### src/hw/rtl/tli_pkg.sv
package tli_pkg;

	localparam int MAX_POINTS = 64;
	localparam int IDX_W      = $clog2(MAX_POINTS);
	localparam int CNT_W      = $clog2(MAX_POINTS + 1);
	localparam int WL_W       = 16;
	localparam int EFF_W      = 17;
	localparam int PROD_W     = WL_W + EFF_W;
	localparam int STEP_W     = $clog2(EFF_W + 1);

	localparam logic [EFF_W-1:0] ONE_Q16 = EFF_W'(65536);

	typedef enum logic [1:0] {
		OP_CLEAR  = 2'd0,
		OP_APPEND = 2'd1,
		OP_QUERY  = 2'd2,
		OP_NOP    = 2'd3
	} tli_op_t;

	typedef enum logic [2:0] {
		STAT_OK        = 3'd0,
		STAT_SPAN      = 3'd1,
		STAT_ABOVE_ONE = 3'd2,
		STAT_NOT_ASC   = 3'd3,
		STAT_FULL      = 3'd4
	} tli_status_t;

	typedef enum logic [2:0] {
		S_IDLE,
		S_SEARCH,
		S_CMP,
		S_LOWER,
		S_MUL,
		S_DIV,
		S_FIN
	} tli_state_t;

	typedef struct packed {
		tli_op_t          op;
		logic [WL_W-1:0]  wavelength;
		logic [EFF_W-1:0] efficiency;
	} tli_cmd_t;

	typedef struct packed {
		logic [EFF_W-1:0] result_efficiency;
		tli_status_t      status;
	} tli_result_t;

	typedef struct packed {
		logic [WL_W-1:0]  wl;
		logic [EFF_W-1:0] eff;
	} tli_point_t;

endpackage

### src/hw/rtl/tli_ram.sv
module tli_ram #(
	parameter int WIDTH = 8,
	parameter int DEPTH = 16
) (
	input  logic                     clk,
	input  logic                     we,
	input  logic [$clog2(DEPTH)-1:0] waddr,
	input  logic [WIDTH-1:0]         wdata,
	input  logic [$clog2(DEPTH)-1:0] raddr,
	output logic [WIDTH-1:0]         rdata
);

	logic [WIDTH-1:0] mem [DEPTH];

	always_ff @(posedge clk) begin
		if (we) begin
			mem[waddr] <= wdata;
		end
		rdata <= mem[raddr];
	end

endmodule

### src/hw/rtl/table_linear_interpolator.sv
// Piecewise linear lookup over up to 64 ascending points held in one on-chip RAM.
// A transaction is taken when start is high and busy is low, and exactly one
// result follows: done is high for one cycle with the result, and the receiver
// cannot hold it off. Clear, append, the unused op code and an out-of-span or
// empty-table query answer in the cycle after acceptance, and busy stays low, so
// such transactions can follow each other every cycle. An in-span query holds busy
// while it runs a binary search through the point RAM (one RAM read per probe),
// reads the lower neighbor, multiplies, and then runs a 17-step restoring divider;
// a query that hits the first point ends after the search.
module table_linear_interpolator (
	input  logic                 clk,
	input  logic                 arst_n,
	input  logic                 start,
	output logic                 busy,
	input  tli_pkg::tli_cmd_t    cmd,
	output logic                 done,
	output tli_pkg::tli_result_t result
);

	tli_pkg::tli_state_t state_q, state_d;

	logic [tli_pkg::CNT_W-1:0]  count_q;
	logic [tli_pkg::WL_W-1:0]   first_wl_q, last_wl_q, w_q;
	logic [tli_pkg::CNT_W-1:0]  lo_q, hi_q, mid_q;
	logic [tli_pkg::WL_W-1:0]   uw_q, lw_q, den_q;
	logic [tli_pkg::EFF_W-1:0]  ue_q, le_q, quo_q, nlow_q;
	logic [tli_pkg::WL_W-1:0]   rem_q;
	logic                       neg_q;
	logic [tli_pkg::STEP_W-1:0] step_q;
	tli_pkg::tli_result_t       result_q;
	logic                       done_q;

	logic                       accept;
	logic                       out_of_span;
	tli_pkg::tli_status_t       append_status;
	logic                       ram_we;
	logic [tli_pkg::IDX_W-1:0]  ram_raddr;
	tli_pkg::tli_point_t        ram_wdata, ram_rdata;
	logic [tli_pkg::CNT_W-1:0]  mid_c, lo_m1;
	logic [tli_pkg::WL_W-1:0]   diff_w;
	logic [tli_pkg::EFF_W-1:0]  diff_e_mag;
	logic [tli_pkg::PROD_W-1:0] prod;
	logic [tli_pkg::WL_W:0]     trial;
	logic                       trial_ge;

	assign busy   = (state_q != tli_pkg::S_IDLE);
	assign accept = start && !busy;
	assign done   = done_q;
	assign result = result_q;

	assign out_of_span = (count_q == '0) || (cmd.wavelength < first_wl_q) ||
		(cmd.wavelength > last_wl_q);

	always_comb begin
		if (cmd.efficiency > tli_pkg::ONE_Q16) begin
			append_status = tli_pkg::STAT_ABOVE_ONE;
		end else if (count_q != '0 && cmd.wavelength <= last_wl_q) begin
			append_status = tli_pkg::STAT_NOT_ASC;
		end else if (count_q >= tli_pkg::CNT_W'(tli_pkg::MAX_POINTS)) begin
			append_status = tli_pkg::STAT_FULL;
		end else begin
			append_status = tli_pkg::STAT_OK;
		end
	end

	assign mid_c = lo_q + ((hi_q - lo_q) >> 1);
	assign lo_m1 = lo_q - tli_pkg::CNT_W'(1);

	assign ram_we        = accept && cmd.op == tli_pkg::OP_APPEND &&
		append_status == tli_pkg::STAT_OK;
	assign ram_wdata.wl  = cmd.wavelength;
	assign ram_wdata.eff = cmd.efficiency;

	tli_ram #(
		.WIDTH($bits(tli_pkg::tli_point_t)),
		.DEPTH(tli_pkg::MAX_POINTS)
	) u_ram (
		.clk   (clk),
		.we    (ram_we),
		.waddr (count_q[tli_pkg::IDX_W-1:0]),
		.wdata (ram_wdata),
		.raddr (ram_raddr),
		.rdata (ram_rdata)
	);

	// next state and read address
	always_comb begin
		state_d   = state_q;
		ram_raddr = '0;
		case (state_q)
			tli_pkg::S_IDLE: begin
				if (accept && cmd.op == tli_pkg::OP_QUERY && !out_of_span) begin
					state_d = tli_pkg::S_SEARCH;
				end
			end
			tli_pkg::S_SEARCH: begin
				if (lo_q < hi_q) begin
					ram_raddr = mid_c[tli_pkg::IDX_W-1:0];
					state_d   = tli_pkg::S_CMP;
				end else if (lo_q == '0) begin
					state_d = tli_pkg::S_IDLE;
				end else begin
					ram_raddr = lo_m1[tli_pkg::IDX_W-1:0];
					state_d   = tli_pkg::S_LOWER;
				end
			end
			tli_pkg::S_CMP:   state_d = tli_pkg::S_SEARCH;
			tli_pkg::S_LOWER: state_d = tli_pkg::S_MUL;
			tli_pkg::S_MUL:   state_d = tli_pkg::S_DIV;
			tli_pkg::S_DIV: begin
				if (step_q == tli_pkg::STEP_W'(1)) begin
					state_d = tli_pkg::S_FIN;
				end
			end
			tli_pkg::S_FIN:   state_d = tli_pkg::S_IDLE;
			default:          state_d = tli_pkg::S_IDLE;
		endcase
	end

	always_ff @(posedge clk or negedge arst_n) begin
		if (!arst_n) begin
			state_q <= tli_pkg::S_IDLE;
		end else begin
			state_q <= state_d;
		end
	end

	// table bookkeeping and result strobe
	always_ff @(posedge clk or negedge arst_n) begin
		if (!arst_n) begin
			count_q <= '0;
			done_q  <= 1'b0;
		end else begin
			done_q <= 1'b0;
			if (accept && cmd.op != tli_pkg::OP_QUERY) begin
				done_q <= 1'b1;
				if (cmd.op == tli_pkg::OP_CLEAR) begin
					count_q <= '0;
				end else if (ram_we) begin
					count_q <= count_q + tli_pkg::CNT_W'(1);
				end
			end else if (accept && out_of_span) begin
				done_q <= 1'b1;
			end else if (state_q == tli_pkg::S_SEARCH && lo_q >= hi_q && lo_q == '0) begin
				done_q <= 1'b1;
			end else if (state_q == tli_pkg::S_FIN) begin
				done_q <= 1'b1;
			end
		end
	end

	// magnitude of the efficiency step, sign kept apart so the divider truncates toward zero
	assign diff_w     = w_q - lw_q;
	assign diff_e_mag = (ue_q >= le_q) ? (ue_q - le_q) : (le_q - ue_q);
	assign prod       = diff_w * diff_e_mag;

	assign trial    = {rem_q, nlow_q[tli_pkg::EFF_W-1]};
	assign trial_ge = (trial >= {1'b0, den_q});

	always_ff @(posedge clk) begin
		if (ram_we) begin
			last_wl_q <= cmd.wavelength;
			if (count_q == '0) begin
				first_wl_q <= cmd.wavelength;
			end
		end
		if (accept) begin
			result_q.result_efficiency <= '0;
			w_q   <= cmd.wavelength;
			lo_q  <= '0;
			hi_q  <= count_q;
			case (cmd.op)
				tli_pkg::OP_APPEND: result_q.status <= append_status;
				tli_pkg::OP_QUERY:  result_q.status <= out_of_span ? tli_pkg::STAT_SPAN :
					tli_pkg::STAT_OK;
				default:            result_q.status <= tli_pkg::STAT_OK;
			endcase
		end
		case (state_q)
			tli_pkg::S_SEARCH: begin
				mid_q <= mid_c;
				if (lo_q >= hi_q && lo_q == '0) begin
					result_q.result_efficiency <= ue_q;
					result_q.status            <= tli_pkg::STAT_OK;
				end
			end
			tli_pkg::S_CMP: begin
				if (ram_rdata.wl < w_q) begin
					lo_q <= mid_q + tli_pkg::CNT_W'(1);
				end else begin
					hi_q <= mid_q;
					uw_q <= ram_rdata.wl;
					ue_q <= ram_rdata.eff;
				end
			end
			tli_pkg::S_LOWER: begin
				lw_q <= ram_rdata.wl;
				le_q <= ram_rdata.eff;
			end
			tli_pkg::S_MUL: begin
				// quotient fits 17 bits, so the upper product bits start below the divisor
				rem_q  <= prod[tli_pkg::PROD_W-1:tli_pkg::EFF_W];
				nlow_q <= prod[tli_pkg::EFF_W-1:0];
				neg_q  <= (ue_q < le_q);
				den_q  <= uw_q - lw_q;
				quo_q  <= '0;
				step_q <= tli_pkg::STEP_W'(tli_pkg::EFF_W);
			end
			tli_pkg::S_DIV: begin
				rem_q  <= trial_ge ? tli_pkg::WL_W'(trial - {1'b0, den_q}) :
					trial[tli_pkg::WL_W-1:0];
				nlow_q <= {nlow_q[tli_pkg::EFF_W-2:0], 1'b0};
				quo_q  <= {quo_q[tli_pkg::EFF_W-2:0], trial_ge};
				step_q <= step_q - tli_pkg::STEP_W'(1);
			end
			tli_pkg::S_FIN: begin
				result_q.result_efficiency <= neg_q ? (le_q - quo_q) : (le_q + quo_q);
				result_q.status            <= tli_pkg::STAT_OK;
			end
			default: begin
			end
		endcase
	end

endmodule

### config.mk
export PLATFORM = sky130hd
export DESIGN_NAME = table_linear_interpolator
export DESIGN_NICKNAME = d
export VERILOG_FILES = /design/src/hw/rtl/tli_pkg.sv /design/src/hw/rtl/tli_ram.sv /design/src/hw/rtl/table_linear_interpolator.sv
export SDC_FILE = /design/constraint.sdc
export NUM_CORES = 2
export LEC_CHECK = 0
export BUFFER_PORTS_ARGS = -buffer_cell sky130_fd_sc_hd__buf_4
export CORE_MARGIN = 5
export CORE_UTILIZATION = 51
export CTS_CLUSTER_SIZE = 8
export DETAILED_ROUTE_END_ITERATION = 16
export PLACE_DENSITY = 0.66
export RECOVER_POWER = 100
export SLEW_MARGIN = 25
export SYNTH_ARGS = -nofsm -noshare
export SYNTH_HDL_FRONTEND = slang
export SYNTH_HIERARCHICAL = 1
export SYNTH_SLANG_ARGS = --single-unit
### constraint.sdc
create_clock -name clk -period 18.3 [get_ports clk]
set_clock_uncertainty 0.05 [all_clocks]
set_input_delay 2.745 -clock clk [delete_from_list [all_inputs] [get_ports clk]]
set_output_delay 2.745 -clock clk [all_outputs]
set_load 0.02 [all_outputs]
==> impl_metrics.json <==
{
  "status": "complete, but fails checks",
  "violations": "capacitance limit, slew limit",
  "fin_crit_ns": 13.06,
  "report.final.slew_viol_count": 4809,
  "tightest_slew_ns": 4.12,
  "synth.net_count": 6664,
  "totalWireLength_mm": 289,
  "cts-buffers-inserted": 349,
  "arrival_ns": 13.49,
  "ys_seq_area_share_pct": 67.3,
  "worstPathRequired_ns": 18.74,
  "ys_ff_latch": 2383,
  "end_kind": "register",
  "crit_family": "buffers and inverters",
  "drt_iter0_markers": 7183,
  "worstSetupStartpoint": "cmd[22]",
  "drt_pass1_iterations": 6,
  "die_w_um": 464,
  "start_kind": "input port",
  "setup_viol": 0,
  "antenna_found_initial": 32,
  "ys.flop_type": "edfxtp_1",
  "postCtsSetupBuffers": 0,
  "criticalPathCategory": "in -> reg",
  "cts_resized": 0,
  "io_pins": 60,
  "grt_pass1_vias": 59878,
  "r2r_setup_slack_ns": 6.28,
  "viasPerCell": 6.41,
  "grt_overflow": 0,
  "synth-async-reset-ratio_pct": 0.462,
  "grt.busiest_layer": "met2",
  "finalHoldViolations": 0,
  "portBuffers": 59,
  "die_area_sq_um": 216000,
  "fin_ws_ns": 5.24,
  "grtUsageMet2_pct": 42.8,
  "antenna_left": 0,
  "grt_pass1_wl_mm": 420,
  "synth_area_sq_um": 105000,
  "yosysUniqueCellTypes": 87,
  "drive_gt1_share_pct": 16.1,
  "area_delta_synth_final_pct": 12.2,
  "synth_enable_flop_cells": 2305,
  "die_h_um": 464,
  "maxCapViolations": 123,
  "use_met1_pct": 37.6,
  "grtUsageMet3_pct": 5.56,
  "fin_tns_setup_ns": 0,
  "finalNetCount": 6972,
  "globalplace.congestion": 0.908,
  "crit_slowest_cell": "clkbuf_1",
  "post-dp-hpwl_mm": 171,
  "cts_max_level": 5,
  "cp.buffers_inverters": 4,
  "wire_per_inst_um": 31.3,
  "fmax_mhz": 76.6,
  "vias": 59221,
  "start_util_pct": 51.4,
  "rr_worst_depth": 17,
  "clock_sinks": 2383,
  "yosys_warnings": 6,
  "post-place-ws_ns": 8.67,
  "worst-path-stages": 13,
  "rows": 166,
  "crit_top_cell": "clkbuf_1",
  "num-fill-cells": 15244,
  "drc": 0,
  "max_stage_delay_ns": 2.81,
  "synthCells": 6140,
  "clk_pin_slew_ns": 0.05,
  "cts-root-buf": "clkbuf_16",
  "insertion_delay_ns": 0.92,
  "crit_chain": "clkbuf_1 > ha_1 > nand3_1 > nor4_1 > clkbuf_1 > a211o_1 > a21oi_1 > nand2_1 > nor2_2 > clkbuf_1 > nand3_1 > nor2_1 > clkbuf_1",
  "syn_area_per_cell_sq_um": 17.2,
  "min_path_type": "reg -> reg",
  "post-route-period-util_pct": 71.3,
  "grt_max_degree": 111,
  "cp_max_fo": 69,
  "design.core.area_sq_um": 205000,
  "rr_endpoint": "u_ram/rdata[29]$_DFF_P_",
  "cts_tree": "yes",
  "endpoint": "u_ram/mem[59][30]$_DFFE_PP_",
  "cts_hold_buffers": 0,
  "grt_usage_pct": 26.8,
  "rsz0062_at_grt": "false",
  "hold_start": "u_ram/rdata[15]$_DFF_P_",
  "rr_startpoint": "lo_q[1]$_DFF_P_",
  "max_slew_margin_pct": -175,
  "cts.path.max_buffers": 4
}
flip-flops by register name, summed over array words and instances (netlist names), 3 cells and up:
name         flops
u_ram/mem     2112
u_ram/rdata     33
result          20
le_q            17
nlow_q          17
quo_q           17
ue_q            17
den_q           16
first_wl_q      16
last_wl_q       16
lw_q            16
rem_q           16
uw_q            16
w_q             16
count_q          7
hi_q             7
lo_q             7
mid_q            7
step_q           5
state_q          3
metal layers:
layer	wire length, um	vias up	share of wire (%)
li1	-	24407	-
met1	113000	31010	39
met2	137000	3264	47
met3	30100	534	10
met4	9470	6	3.3
met5	40	-	0.014
layout make-up:
| type | instances | area, sq um | area share (%) |
|---|---|---|---|
| Inverter | 425 | 1600 | 1.35 |
| Sequential cell | 2383 | 70800 | 60.0 |
| Tap cell | 2688 | 3360 | 2.85 |
| Timing Repair Buffer | 222 | 1180 | 0.997 |
| Antenna cell | 9 | 22.5 | 0.0191 |
| Multi-Input combinational cell | 3067 | 31900 | 27.0 |
| Clock buffer | 434 | 9170 | 7.76 |
| Clock inverter | 12 | 90.1 | 0.0763 |
placed cells by master, fill, tap and decap left out, types with 57 or more instances in the layout:
cell type / count
nor2_1: 222
a22oi_1: 82
o21ai_0: 103
a21oi_1: 140
inv_1: 423
xnor2_1: 96
dfxtp_1: 67
nand2_1: 346
clkbuf_16: 354
mux4_2: 485
ha_1: 270
mux2i_1: 117
fa_1: 216
o22ai_1: 64
clkbuf_1: 226
buf_4: 70
edfxtp_1: 2305
nor3_1: 57
nand3_1: 114
Yosys cell counts (all sizes together) (11+ instances only):
cell,n,area (sq um)
a21oi,145,741
o22ai,64,400
and2,49,307
o221ai,51,447
mux4,485,10900
buf,143,1020
mux2,16,180
o211ai,22,170
o21ai,106,531
clkbuf,122,458
nand2b,34,213
xor2,45,394
a21o,36,270
or3,21,131
o21bai,12,90.1
nand3b,11,82.6
a31oi,18,128
and3,51,319
nand3,125,676
mux2i,117,1170
a22oi,82,616
edfxtp,2305,69200
inv,424,1590
nor2b,46,288
nor2,275,1030
nor3,57,285
o21a,22,165
nand4,56,350
fa,216,4320
nand2,348,1310
a211oi,44,393
a211o,14,123
ha,270,3380
dfxtp,67,1340
xnor2,98,858
dfrtp,11,275
per-stage QoR:
step | instance area [sq um] | std cells | util, % | hold slack (ns)
after detailed placement | 110000 | 8785 | 53.5 | 0.380
after global routing | 118000 | 9232 | 57.6 | 0.423
after global placement | 110000 | 8785 | 53.4 | 0.363
final | 118000 | 9240 | 57.6 | 0.401
after CTS | 119000 | 9231 | 58.0 | 0.396
after floorplan | 105000 | 6140 | - | 0.354
worst register-to-register path: cells and delay by family (launching register included):
family          cells  cell delay, ns
simple gates        5            3.16
compound gates      6            1.68
fa+ha+maj           1            0.36
buf+inv             5            6.33
flops               1            0.35
worst min-delay path by stage:
stage	to	slack (ns)	cells past startpoint
2_1_floorplan	le_q[0]$_DFFE_PP_	0.35	0
3_3_place_gp	ue_q[15]$_DFFE_PP_	0.36	0
3_5_place_dp	ue_q[14]$_DFFE_PP_	0.38	0
4_1_cts	ue_q[13]$_DFFE_PP_	0.40	0
5_1_grt	ue_q[15]$_DFFE_PP_	0.42	0
6_report	ue_q[15]$_DFFE_PP_	0.40	0
logic make-up (layout without fill, tap and decap cells):
logic type / count (synthesis) / after routing / share of synthesized area, %
XOR/XNOR: 143 / 143 / 1.19
buffers and inverters: 690 / 1093 / 2.92
other: 0 / 9 / 0
flip-flops: 2383 / 2383 / 67.3
multiplexers: 618 / 618 / 11.7
adder cells (fa/ha/maj): 486 / 486 / 7.31
AND/OR/NAND/NOR: 1122 / 1122 / 5.10
AO/OA/AOI/OAI: 698 / 698 / 4.57
Power is left out: the tool's default activity adds up to more than one toggle a clock period on the data nets, which glitch-free logic cannot reach.
